==> src/rtl/core/rgbs_pkg.sv <==
// Shared types and constants for the RGB saturation setter.
// Used by rgbs_front, rgbs_fifo, rgbs_back and rgb_saturation_set_hsv.
// No dependencies.
package rgbs_pkg;

   // Channel width and derived widths
   localparam int PIX_W       = 8;
   localparam int PROD_W      = 2 * PIX_W;
   localparam int DIV_STEPS   = PIX_W;
   localparam int QUEUE_DEPTH = 4;

   // Reset value of the saturation register (full saturation)
   localparam logic [PIX_W-1:0] SAT_RESET = PIX_W'(255);

   // Role of each channel in the result
   typedef enum logic [1:0] {
      ROLE_HI  = 2'b00,   // channel becomes v
      ROLE_LO  = 2'b01,   // channel becomes v - C
      ROLE_MID = 2'b10    // channel becomes v - C + C*offset/delta
   } role_type;

   // Classified pixel travelling from the front part to the back part.
   // roles[0] is red, roles[1] green, roles[2] blue.
   typedef struct packed {
      logic [PIX_W-1:0] v;
      logic [PIX_W-1:0] delta;
      logic [PIX_W-1:0] offset;
      role_type [2:0]   roles;
   } item_type;

endpackage

==> src/rtl/core/rgbs_front.sv <==
// Front part: accepts pixels, finds max, min and median, assigns roles.
// Depends on rgbs_pkg.
// Holds one classified item until the queue takes it.
module rgbs_front (
   input  logic                      clock,
   input  logic                      reset,
   input  logic                      req_valid,
   output logic                      req_ready,
   input  logic [rgbs_pkg::PIX_W-1:0] red_in,
   input  logic [rgbs_pkg::PIX_W-1:0] green_in,
   input  logic [rgbs_pkg::PIX_W-1:0] blue_in,
   output logic                      q_valid,
   input  logic                      q_ready,
   output rgbs_pkg::item_type        q_item
);

   logic                              fr_valid_ff, fr_valid_in;
   rgbs_pkg::item_type                fr_item_ff, fr_item_in;
   logic [rgbs_pkg::PIX_W-1:0]        v_max, v_min, v_med;
   logic [rgbs_pkg::PIX_W+1:0]        ch_sum;
   logic                              gray;
   logic [rgbs_pkg::PIX_W-1:0]        chans [3];

   assign chans[0] = red_in;
   assign chans[1] = green_in;
   assign chans[2] = blue_in;

   // Take a new pixel when the holding register is empty or draining
   assign req_ready = !fr_valid_ff || q_ready;
   assign q_valid   = fr_valid_ff;
   assign q_item    = fr_item_ff;

   // Classify the incoming pixel
   always_comb begin
      v_max = (red_in > green_in) ? red_in : green_in;
      v_max = (v_max > blue_in) ? v_max : blue_in;
      v_min = (red_in < green_in) ? red_in : green_in;
      v_min = (v_min < blue_in) ? v_min : blue_in;
      ch_sum = {2'b00, red_in} + {2'b00, green_in} + {2'b00, blue_in};
      v_med  = rgbs_pkg::PIX_W'(ch_sum - {2'b00, v_max} - {2'b00, v_min});
      gray   = (v_max == v_min);

      fr_item_in.v      = v_max;
      fr_item_in.delta  = v_max - v_min;
      fr_item_in.offset = v_med - v_min;
      for (int i = 0; i < 3; i++) begin
         priority if (gray) begin
            fr_item_in.roles[i] = (i == 0) ? rgbs_pkg::ROLE_HI : rgbs_pkg::ROLE_LO;
         end else if (chans[i] == v_max) begin
            fr_item_in.roles[i] = rgbs_pkg::ROLE_HI;
         end else if (chans[i] == v_min) begin
            fr_item_in.roles[i] = rgbs_pkg::ROLE_LO;
         end else begin
            fr_item_in.roles[i] = rgbs_pkg::ROLE_MID;
         end
      end
   end

   // Hold the item until the queue takes it
   always_comb begin
      fr_valid_in = fr_valid_ff;
      if (req_valid && req_ready) begin
         fr_valid_in = 1'b1;
      end else if (q_ready) begin
         fr_valid_in = 1'b0;
      end
   end

   always_ff @(posedge clock) begin
      if (reset) begin
         fr_valid_ff <= 1'b0;
      end else begin
         fr_valid_ff <= fr_valid_in;
      end
   end

   always_ff @(posedge clock) begin
      if (req_valid && req_ready) begin
         fr_item_ff <= fr_item_in;
      end
   end

   // A stalled item stays put
   a_hold_stalled: assert property (@(posedge clock) disable iff (reset)
      fr_valid_ff && !q_ready |=> fr_valid_ff && $stable(fr_item_ff))
      else $error("front item changed while the queue was full");

endmodule

==> src/rtl/core/rgbs_fifo.sv <==
// Short queue between the front and back parts, show-ahead.
// Depends on rgbs_pkg for the item type.
// Entries are plain registers; the head is read combinationally.
module rgbs_fifo #(
   parameter int DEPTH = rgbs_pkg::QUEUE_DEPTH
) (
   input  logic               clock,
   input  logic               reset,
   input  logic               push_valid,
   output logic               push_ready,
   input  rgbs_pkg::item_type push_item,
   output logic               pop_valid,
   input  logic               pop_ready,
   output rgbs_pkg::item_type pop_item
);

   localparam int AW = (DEPTH > 1) ? $clog2(DEPTH) : 1;
   localparam int CW = $clog2(DEPTH + 1);

   rgbs_pkg::item_type entry_ff [DEPTH];
   logic [AW-1:0]      wr_ptr_ff, wr_ptr_in;
   logic [AW-1:0]      rd_ptr_ff, rd_ptr_in;
   logic [CW-1:0]      count_ff, count_in;
   logic               push, pop;

   assign push_ready = (count_ff != CW'(DEPTH));
   assign pop_valid  = (count_ff != '0);
   assign pop_item   = entry_ff[rd_ptr_ff];
   assign push       = push_valid && push_ready;
   assign pop        = pop_valid && pop_ready;

   // Advance pointers and occupancy
   always_comb begin
      wr_ptr_in = wr_ptr_ff;
      rd_ptr_in = rd_ptr_ff;
      count_in  = count_ff;
      if (push) begin
         wr_ptr_in = (wr_ptr_ff == AW'(DEPTH - 1)) ? '0 : wr_ptr_ff + 1'b1;
      end
      if (pop) begin
         rd_ptr_in = (rd_ptr_ff == AW'(DEPTH - 1)) ? '0 : rd_ptr_ff + 1'b1;
      end
      if (push && !pop) begin
         count_in = count_ff + 1'b1;
      end else if (pop && !push) begin
         count_in = count_ff - 1'b1;
      end
   end

   always_ff @(posedge clock) begin
      if (reset) begin
         wr_ptr_ff <= '0;
         rd_ptr_ff <= '0;
         count_ff  <= '0;
      end else begin
         wr_ptr_ff <= wr_ptr_in;
         rd_ptr_ff <= rd_ptr_in;
         count_ff  <= count_in;
      end
   end

   always_ff @(posedge clock) begin
      if (push) begin
         entry_ff[wr_ptr_ff] <= push_item;
      end
   end

   a_count_range: assert property (@(posedge clock) disable iff (reset)
      count_ff <= CW'(DEPTH))
      else $error("queue occupancy beyond its depth");

   a_count_step: assert property (@(posedge clock) disable iff (reset)
      push && !pop |=> count_ff == $past(count_ff) + 1'b1)
      else $error("queue occupancy did not grow on a lone push");

endmodule

==> src/rtl/core/rgbs_back.sv <==
// Back part: computes C = v*sat/255, then C*offset/delta in a bit-per-stage
// restoring divider, then forms the three output channels.
// Depends on rgbs_pkg. All stages advance together when the output can move.
module rgbs_back (
   input  logic                       clock,
   input  logic                       reset,
   input  logic [rgbs_pkg::PIX_W-1:0] sat,
   input  logic                       q_valid,
   output logic                       q_ready,
   input  rgbs_pkg::item_type         q_item,
   output logic                       rsp_valid,
   input  logic                       rsp_ready,
   output logic [rgbs_pkg::PIX_W-1:0] red_out,
   output logic [rgbs_pkg::PIX_W-1:0] green_out,
   output logic [rgbs_pkg::PIX_W-1:0] blue_out
);

   localparam int W  = rgbs_pkg::PIX_W;
   localparam int PW = rgbs_pkg::PROD_W;
   localparam int NS = rgbs_pkg::DIV_STEPS;

   logic                 en;

   // Stage 1: product v*sat
   logic                 s1_vld_ff;
   logic [PW-1:0]        s1_prod_ff;
   rgbs_pkg::item_type   s1_item_ff;

   // Stage 2: C
   logic                 s2_vld_ff;
   logic [W-1:0]         s2_c_ff, s2_c_in;
   rgbs_pkg::item_type   s2_item_ff;
   logic [PW:0]          c_est;
   logic [W:0]           c_q0;
   logic [PW:0]          c_back, c_rem;

   // Divider stages; index 0 holds the numerator C*offset
   logic                 dv_vld_ff   [NS+1];
   logic [W-1:0]         dv_rem_ff   [NS+1];
   logic [W-1:0]         dv_rem_in   [NS+1];
   logic [W-1:0]         dv_low_ff   [NS+1];
   logic [W-1:0]         dv_low_in   [NS+1];
   logic [W-1:0]         dv_quo_ff   [NS+1];
   logic [W-1:0]         dv_quo_in   [NS+1];
   logic [W-1:0]         dv_v_ff     [NS+1];
   logic [W-1:0]         dv_c_ff     [NS+1];
   logic [W-1:0]         dv_delta_ff [NS+1];
   rgbs_pkg::role_type [2:0] dv_role_ff [NS+1];
   logic [PW-1:0]        num;
   logic [W:0]           shifted [NS+1];
   logic                 take    [NS+1];

   // Output register
   logic                 out_vld_ff;
   logic [W-1:0]         out_ch_ff [3];
   logic [W-1:0]         out_ch_in [3];
   logic [W-1:0]         lo_val, mid_val;

   // Move the whole pipeline when the output is free or being taken
   assign en      = !out_vld_ff || rsp_ready;
   assign q_ready = en;

   // C = floor(p/255): reciprocal estimate, then one correction
   always_comb begin
      c_est  = {1'b0, s1_prod_ff} + {(PW+1-W)'(0), s1_prod_ff[PW-1:W]};
      c_q0   = c_est[PW:W];
      c_back = {c_q0, (W)'(0)} - {(PW-W)'(0), c_q0};
      c_rem  = {1'b0, s1_prod_ff} - c_back;
      if (c_rem >= (PW+1)'(255)) begin
         s2_c_in = W'(c_q0 + 1'b1);
      end else begin
         s2_c_in = W'(c_q0);
      end
   end

   // Numerator and one restoring step per divider stage
   always_comb begin
      num          = PW'(s2_c_ff) * PW'(s2_item_ff.offset);
      dv_rem_in[0] = num[PW-1:W];
      dv_low_in[0] = num[W-1:0];
      dv_quo_in[0] = '0;
      shifted[0]   = '0;
      take[0]      = 1'b0;
      for (int k = 1; k <= NS; k++) begin
         shifted[k] = {dv_rem_ff[k-1], dv_low_ff[k-1][W-1]};
         take[k]    = (shifted[k] >= {1'b0, dv_delta_ff[k-1]});
         dv_rem_in[k] = take[k] ? W'(shifted[k] - {1'b0, dv_delta_ff[k-1]})
                                : W'(shifted[k]);
         dv_low_in[k] = {dv_low_ff[k-1][W-2:0], 1'b0};
         dv_quo_in[k] = {dv_quo_ff[k-1][W-2:0], take[k]};
      end
   end

   // Form the output channels from their roles
   always_comb begin
      lo_val  = dv_v_ff[NS] - dv_c_ff[NS];
      mid_val = lo_val + dv_quo_ff[NS];
      for (int i = 0; i < 3; i++) begin
         unique case (dv_role_ff[NS][i])
            rgbs_pkg::ROLE_HI:  out_ch_in[i] = dv_v_ff[NS];
            rgbs_pkg::ROLE_LO:  out_ch_in[i] = lo_val;
            rgbs_pkg::ROLE_MID: out_ch_in[i] = mid_val;
            default:            out_ch_in[i] = lo_val;
         endcase
      end
   end

   // Valid bits
   always_ff @(posedge clock) begin
      if (reset) begin
         s1_vld_ff  <= 1'b0;
         s2_vld_ff  <= 1'b0;
         out_vld_ff <= 1'b0;
         for (int k = 0; k <= NS; k++) begin
            dv_vld_ff[k] <= 1'b0;
         end
      end else if (en) begin
         s1_vld_ff    <= q_valid;
         s2_vld_ff    <= s1_vld_ff;
         dv_vld_ff[0] <= s2_vld_ff;
         for (int k = 1; k <= NS; k++) begin
            dv_vld_ff[k] <= dv_vld_ff[k-1];
         end
         out_vld_ff <= dv_vld_ff[NS];
      end
   end

   // Payload
   always_ff @(posedge clock) begin
      if (en) begin
         s1_prod_ff <= PW'(q_item.v) * PW'(sat);
         s1_item_ff <= q_item;
         s2_c_ff    <= s2_c_in;
         s2_item_ff <= s1_item_ff;
         dv_rem_ff[0]   <= dv_rem_in[0];
         dv_low_ff[0]   <= dv_low_in[0];
         dv_quo_ff[0]   <= dv_quo_in[0];
         dv_v_ff[0]     <= s2_item_ff.v;
         dv_c_ff[0]     <= s2_c_ff;
         dv_delta_ff[0] <= s2_item_ff.delta;
         dv_role_ff[0]  <= s2_item_ff.roles;
         for (int k = 1; k <= NS; k++) begin
            dv_rem_ff[k]   <= dv_rem_in[k];
            dv_low_ff[k]   <= dv_low_in[k];
            dv_quo_ff[k]   <= dv_quo_in[k];
            dv_v_ff[k]     <= dv_v_ff[k-1];
            dv_c_ff[k]     <= dv_c_ff[k-1];
            dv_delta_ff[k] <= dv_delta_ff[k-1];
            dv_role_ff[k]  <= dv_role_ff[k-1];
         end
         for (int i = 0; i < 3; i++) begin
            out_ch_ff[i] <= out_ch_in[i];
         end
      end
   end

   assign rsp_valid = out_vld_ff;
   assign red_out   = out_ch_ff[0];
   assign green_out = out_ch_ff[1];
   assign blue_out  = out_ch_ff[2];

   // C never exceeds the value channel
   a_c_bound: assert property (@(posedge clock) disable iff (reset)
      s2_vld_ff |-> s2_c_ff <= s2_item_ff.v)
      else $error("saturation chroma above value");

   // A middle channel's share never exceeds C
   a_quo_bound: assert property (@(posedge clock) disable iff (reset)
      dv_vld_ff[NS] && (dv_role_ff[NS][0] == rgbs_pkg::ROLE_MID
                     || dv_role_ff[NS][1] == rgbs_pkg::ROLE_MID
                     || dv_role_ff[NS][2] == rgbs_pkg::ROLE_MID)
      |-> dv_quo_ff[NS] <= dv_c_ff[NS])
      else $error("divider quotient above chroma");

   // A pipeline stall freezes the stage occupancy
   a_stall_freeze: assert property (@(posedge clock) disable iff (reset)
      !en |=> $stable(s1_vld_ff) && $stable(s2_vld_ff) && $stable(dv_vld_ff[NS]))
      else $error("back pipeline moved during a stall");

endmodule

==> src/rtl/core/rgb_saturation_set_hsv.sv <==
// RGB saturation setter, top level: front classifier, queue, back pipeline.
// Throughput: one pixel per cycle while the output is not stalled; the back
// pipeline (product, C, 8-step divider, output register) advances whenever
// the output register can move.
// Reset (synchronous, active high) empties all stages and the queue and sets
// the saturation register to 255.
module rgb_saturation_set_hsv #(
   parameter int QUEUE_DEPTH = rgbs_pkg::QUEUE_DEPTH
) (
   input  logic                       clock,
   input  logic                       reset,
   input  logic                       req_valid,
   output logic                       req_ready,
   input  logic [rgbs_pkg::PIX_W-1:0] req_red_in,
   input  logic [rgbs_pkg::PIX_W-1:0] req_green_in,
   input  logic [rgbs_pkg::PIX_W-1:0] req_blue_in,
   output logic                       rsp_valid,
   input  logic                       rsp_ready,
   output logic [rgbs_pkg::PIX_W-1:0] rsp_red_out,
   output logic [rgbs_pkg::PIX_W-1:0] rsp_green_out,
   output logic [rgbs_pkg::PIX_W-1:0] rsp_blue_out,
   input  logic                       csr_wr_en,
   input  logic [rgbs_pkg::PIX_W-1:0] csr_wr_data
);

   logic [rgbs_pkg::PIX_W-1:0] sat_ff;
   logic                       fq_valid, fq_ready;
   rgbs_pkg::item_type         fq_item;
   logic                       qb_valid, qb_ready;
   rgbs_pkg::item_type         qb_item;

   // Saturation register
   always_ff @(posedge clock) begin
      if (reset) begin
         sat_ff <= rgbs_pkg::SAT_RESET;
      end else if (csr_wr_en) begin
         sat_ff <= csr_wr_data;
      end
   end

   rgbs_front u_front (
      .clock     (clock),
      .reset     (reset),
      .req_valid (req_valid),
      .req_ready (req_ready),
      .red_in    (req_red_in),
      .green_in  (req_green_in),
      .blue_in   (req_blue_in),
      .q_valid   (fq_valid),
      .q_ready   (fq_ready),
      .q_item    (fq_item)
   );

   rgbs_fifo #(
      .DEPTH (QUEUE_DEPTH)
   ) u_fifo (
      .clock      (clock),
      .reset      (reset),
      .push_valid (fq_valid),
      .push_ready (fq_ready),
      .push_item  (fq_item),
      .pop_valid  (qb_valid),
      .pop_ready  (qb_ready),
      .pop_item   (qb_item)
   );

   rgbs_back u_back (
      .clock     (clock),
      .reset     (reset),
      .sat       (sat_ff),
      .q_valid   (qb_valid),
      .q_ready   (qb_ready),
      .q_item    (qb_item),
      .rsp_valid (rsp_valid),
      .rsp_ready (rsp_ready),
      .red_out   (rsp_red_out),
      .green_out (rsp_green_out),
      .blue_out  (rsp_blue_out)
   );

endmodule
==> config.mk <==
export PLATFORM = sky130hd
export DESIGN_NAME = rgb_saturation_set_hsv
export DESIGN_NICKNAME = d
export VERILOG_FILES = /design/src/rtl/core/rgbs_pkg.sv /design/src/rtl/core/rgbs_front.sv /design/src/rtl/core/rgbs_fifo.sv /design/src/rtl/core/rgbs_back.sv /design/src/rtl/core/rgb_saturation_set_hsv.sv
export SDC_FILE = /design/constraint.sdc
export NUM_CORES = 1
export LEC_CHECK = 0
export BUFFER_PORTS_ARGS = -buffer_cell sky130_fd_sc_hd__buf_2
export CAP_MARGIN = 15
export CORE_ASPECT_RATIO = 1.1
export CORE_MARGIN = 4
export CORE_UTILIZATION = 47
export CTS_CLUSTER_DIAMETER = 50
export DETAILED_ROUTE_END_ITERATION = 10
export PLACE_DENSITY = 0.72
export SYNTH_ARGS = -nofsm -noshare
export SYNTH_HDL_FRONTEND = slang
export SYNTH_SLANG_ARGS = --single-unit
==> constraint.sdc <==
create_clock -name clock -period 14.9 [get_ports clock]
set_input_delay 0.745 -clock clock [delete_from_list [all_inputs] [get_ports clock]]
set_output_delay 0.745 -clock clock [all_outputs]
set_load 0.02 [all_outputs]
## Word-level counts from Yosys, hierarchy flattened

Memory sizes are Yosys's and may differ from the RTL's. A register that Yosys moved wholly into a read port is not among the register bits.
Cells that the tools add are included.

| operators by class | value |
|---|---|
| reductions and logical operators | 20 |
| $add $sub $neg | 24 |
| multiply operators | 2 |
| equality and inequality tests | 13 |
| bitwise logic cells | 9 |
| order comparisons | 13 |
| shift operators | 0 |
| mux-type cells | 46 |
| divide/modulo/power cells | 0 |

Operators with widths:

| kind | count |
|---|---|
| two-way mux 8 bit | 13 |
| subtractor 8 bit | 13 |
| greater-or-equal comparator 9 x 8 -> 1 bit | 8 |
| equality test 8 bit | 7 |
| one-hot mux 8 bit (2 select lines) | 3 |
| multiplier 8 x 8 -> 16 bit | 2 |
| adder 8 bit | 3 |
| two-way mux 1 bit | 21 |
| adder 16 x 8 -> 17 bit | 1 |
| greater-or-equal comparator 17 x 8 -> 1 bit (second input constant) | 1 |
| subtractor 16 x 17 -> 17 bit | 1 |
| subtractor 17 x 9 -> 17 bit | 1 |
| greater-than comparator 8 bit | 2 |
| less-than comparator 8 bit | 2 |
| two-way mux 2 bit | 7 |
| equality test 2 bit (second input constant) | 5 |
| bitwise OR 1 bit | 9 |
| adder 8 x 1 -> 8 bit (second input constant) | 1 |
| zero test 2 bit | 3 |
| two-way mux 3 bit | 2 |
| OR reduction 2 bit | 3 |
| logical AND 1 bit | 5 |
| adder 2 x 1 -> 2 bit (second input constant) | 2 |
| zero test 1 bit | 4 |
| other kinds (6) | 8 |

| word-level totals | value |
|---|---|
| ROM bits | 0 |
| input port bits | 37 |
| bits in writable memories | 639 |
| memories | 10 |
| bits in registers | 132 |
| latch bits | 0 |
| output and inout bits | 26 |

Memories:

| memory | depth | bits a word | rd ports | clocked after memory_dff | write ports | line | text |
|---|---|---|---|---|---|---|---|
| u_fifo.entry_ff | 4 | 30 | 1 | 1 | 1 | rgbs_fifo.sv:20 | `rgbs_pkg::item_type entry_ff [DEPTH];` |
| u_back.dv_c_ff | 9 | 8 | 9 | 0 | 9 | rgbs_back.sv:46 | `logic [W-1:0] dv_c_ff [NS+1];` |
| u_back.dv_delta_ff | 9 | 8 | 8 | 0 | 9 | rgbs_back.sv:47 | `logic [W-1:0] dv_delta_ff [NS+1];` |
| u_back.dv_low_ff | 9 | 8 | 8 | 0 | 9 | rgbs_back.sv:41 | `logic [W-1:0] dv_low_ff [NS+1];` |
| u_back.dv_quo_ff | 9 | 8 | 9 | 0 | 9 | rgbs_back.sv:43 | `logic [W-1:0] dv_quo_ff [NS+1];` |
| u_back.dv_rem_ff | 9 | 8 | 8 | 0 | 9 | rgbs_back.sv:39 | `logic [W-1:0] dv_rem_ff [NS+1];` |
| +4 memories | - | - | - | - | - | - |  |

## Longest topological paths before layout

| depth | value |
|---|---|
| depth after elaboration | 7 |
| gate-level depth with buffers | 37 |
| depth with buffers taken out | 33 |

## Cells and area by module

Synthesis repeated with hierarchy kept, for this count alone.

| unflattened totals | value |
|---|---|
| cell total of the unflattened synthesis | 2475 |
| area, all modules | 34401.7 um2 |

Modules (own cells, without submodules):

| module | times used | sequential area each (um2) | area each (um2) | cells each |
|---|---|---|---|---|
| rgbs_back | 1 | 15524.9 | 25283.0 | 1808 |
| rgbs_fifo | 1 | 3783.6 | 4789.6 | 204 |
| rgbs_front | 1 | 920.9 | 4026.4 | 437 |
| rgb_saturation_set_hsv | 1 | 160.2 | 302.8 | 26 |

## Worst setup path before layout

No wires, ideal clock.

| timing | value |
|---|---|
| kind | input to register |
| start point | input port rsp_ready |
| end point | register u_fifo.count_ff[2] |
| stages on the path | 9 |
| data arrival time | 14082 ps |
| setup slack | 748 ps |
| data required time | 14829 ps |
| path through | nor2b_1 > inv_1 > o31ai_1 > ha_1 > inv_1 > fa_1 > xor2_1 > or3_1 > a21oi_1 |

| between the ends | value |
|---|---|
| longest elaborated chain between the ends | 5 |

RTL lines:

| element | line | text |
|---|---|---|
| start: declaration | rgb_saturation_set_hsv.sv:18 | `input logic rsp_ready,` |
| logical OR 1 bit * | rgbs_back.sv:60 | `assign en = !out_vld_ff \|\| rsp_ready;` |
| logical AND 1 bit * | rgbs_fifo.sv:30 | `assign pop = pop_valid && pop_ready;` |
| zero test 1 bit | rgbs_fifo.sv:43 | `if (push && !pop) begin` |
| logical AND 1 bit | rgbs_fifo.sv:43 |  |
| two-way mux 3 bit / nonzero test 2 bit (equally long branches) | - |  |
| end signal: assignment | rgbs_fifo.sv:58 | `count_ff <= count_in;` |
| end: declaration | rgbs_fifo.sv:23 | `logic [CW-1:0] count_ff, count_in;` |

Mark *: on every way between the ends. The rest lies on a longest branch, timed or not.
A chain may end at the register's enable or synchronous reset.

==> results.md <==
* CTS max path bufs at 3
* Maximum clock rate at 129 MHz
* Cells on worst reg2reg path at 24
* H-tree levels at 3
* Filler cell count at 5784
* Minimum clock period at 7.74 ns
* TritonCTS buffer count at 73
* Total gr overflow at 0
* Area delta synth->final at 11.4%
* Nets at 2988
* Via/cell ratio at 5.20
* Placed cells at 3484
* Post-synthesis net count at 2887
* Synth warn at 0
* # setup viols final at 0
* Post_cts resized at 0
* Total track usage at 15.7%
* Port bufs at 62
* Top Ports at 63
* CP Class: input port to flip-flop
* DRC at 0
* Largest net degree at the start of global routing at 213
* Cell Rows at 103
* Max_cap viols at 0
* Share of layout cells above drive strength 1 at 8.75%
* Critical Path Source Type: input port
* Die Y at 290 um
* Number of synthesized flops with an enable pin at 665
* Core area at 71800 sq um
* Effective utilization at floorplan at 47.4%
* Share of the synthesized area in the top cell type at 58.7%
* Routed wire length per instance at 16.6 um
* Hold depth at 2
* Seq. cell area at 20400 sq um
* CTS clock-pin slew for the worst setup and hold paths at 0.06 ns
* CTS tree: done
* Slew HR at 27.2%
* Placer Congestion at 0.881
* Crit path largest cell delay at 0.60 ns
* Vias in the first global route at 20000
* Die ar. at 76800 sq um
* Crit end category: flip-flop
* Initial antenna violation count at 0
* Setup_tns at 0 ns
* Worst-path maximum fanout at 23
* Clk_lat worst skew at 0.62 ns
* Synth cell types at 68
* Synth area leader: edfxtp_1
* Footprint of the multi-input gates at 12300 sq um
* Most used DFF post-synth: edfxtp_1
* Top cells by area, synth: edfxtp_1, ha_1, fa_1, inv_1, xnor2_1
* Synth Area per Inst at 13.5 sq um
* Die width at 265 um
* Pre-CTS setup slack at 6.60 ns
* Routed Antenna Nets at 0
* Root Buffer: clkbuf_16
* WL final at 60200 um
* Outcome: finished, final reports clean
* Vias at 18800
* Post-Layout Cell Count at 3619
* First-pass GRT wire length at 99200 um
* Clock skew at 0.0466 ns
* Ys async rst share at 0%
* Slew Limit Fails at 0
* Tcrit/Tclk final at 51.9%
* Synthesized cell area at 34000 sq um
* Dpl hpwl at 42900 um
* CP max stage cell: o21ai_4
* Drt first pass iters at 5
* Yosys reg bits at 686
* Final hold vios at 0
* RSZ-0062 raised after global routing: false
* Worst-Margin Slew at 1.09 ns
* Ant diodes at 0
* Class of the worst hold path: input port to flip-flop
* Worst EP arrival at 8.08 ns
* Critical Path RT at 15.24 ns
* Initial DRC Count at 1102
* Hold-fix buffers at CTS at 0
* Sequential element share of the synthesized area at 59.9%
* Smallest setup slack after layout at 7.16 ns
* TritonCTS Sinks at 686
* Setup Buffers After CTS at 0
* Synth Instances at 2513
* Most frequent CP cell: inv_1
[metal layers]
| metal | global-route usage [%] | up-vias | part of all wire (%) |
|---|---|---|---|
| li1 | - | 9147 | - |
| met1 | 17.8 | 9126 | 39 |
| met2 | 29.3 | 398 | 53 |
| met3 | 2.27 | 142 | 3.4 |
| met4 | 7.16 | 0 | 4.2 |
| met5 | 0 | - | 0 |
[synthesized netlist by cell type, drive strengths merged (8+ instances only)]
library cell  number
a211o              8
a211oi             8
a21boi            22
a21o              25
a21oi             91
a311oi             9
and2             101
and3              12
buf               10
clkbuf            31
dfxtp             21
edfxtp           665
fa               103
ha               234
inv              329
mux2i             31
mux4              30
nand2            166
nand2b            18
nand3             21
nand4             23
nor2             127
nor2b             33
nor3              33
o21a              16
o21ai            122
o21bai            11
o31ai             16
xnor2             90
xor2              40
[cells by family (layout without fill, tap and decap cells)]
logic type	after synthesis	after routing	synth area share, %
compound gates	367	367	6.78
xor+xnor	130	130	3.34
buf+inv	371	532	4.13
fa+ha+maj	337	337	14.7
flops	686	686	59.9
mux	64	64	3.01
simple gates	558	558	8.19
[sequential cells by signal, summed over array words and instances (netlist names), 3 cells and up, named ones only]
| name | cells |
|---|---|
| u_fifo.entry_ff | 120 |
| u_back.s2_item_ff | 30 |
| u_back.dv_role_ff | 54 |
| u_back.s1_prod_ff | 16 |
| u_back.dv_vld_ff | 9 |
| u_back.dv_rem_ff | 64 |
| u_back.s1_item_ff | 30 |
| sat_ff | 8 |
| u_back.dv_low_ff | 36 |
| u_back.s2_c_ff | 8 |
| u_back.dv_v_ff | 72 |
| u_back.dv_delta_ff | 64 |
| u_back.out_ch_ff | 24 |
| u_fifo.count_ff | 3 |
| u_back.dv_c_ff | 72 |
| u_back.dv_quo_ff | 36 |
| u_front.q_item | 30 |
[stage by stage]
step           util, %  hold WS [ns]  area [sq um]
4_1_cts           52.8         0.290         37900
2_1_floorplan        -         0.400         34000
3_3_place_gp      49.4         0.401         35500
5_1_grt           52.8         0.311         37900
6_report          52.8         0.334         37900
3_5_place_dp      49.4         0.405         35500
[final cells by class]
type	instances	area share [%]
clock buffer	86	4.95
clock inverter	49	1.52
inverter	330	3.29
multi-input combinational	1456	32.4
sequential	686	53.8
tap	945	3.12
timing repair buffer	67	0.951
[cell usage in the layout (no fill, tap or decap), types with 40 or more instances in the layout]
cell       Yosys  layout
and2_1       101      97
nand2_1      166     166
xor2_1        40      40
ha_1         234     234
inv_1        328     327
o21ai_0      119     119
fa_1         103     103
a21oi_1       90      90
edfxtp_1     665     665
buf_2          4      62
clkbuf_16      0      73
xnor2_1       90      90
nor2_1       126     126
[path summary, 6_finish.rpt]
check / end / startpoint / slack (ns)
max reg2reg: u_back.s2_c_ff[1] / u_back.s1_prod_ff[10] / 8.98
max: u_front.q_item[13] / req_green_in[7] / 7.16
min: sat_ff[7] / csr_wr_data[7] / 0.33
min reg2reg: u_back.dv_c_ff[0][36] / u_back.dv_c_ff[0][28] / 0.40
[worst max-delay path, delay by kind of cell]
kind	cells	cell delay (ns)
adder cells (fa/ha/maj)	7	2.22
AO/OA/AOI/OAI	7	1.85
multiplexers	2	1.10
AND/OR/NAND/NOR	4	0.77
buffers and inverters	8	0.76
XOR/XNOR	4	0.61
Power is not shown: default switching activity piles up to over one toggle a cycle in this logic, so the estimate is an artifact.
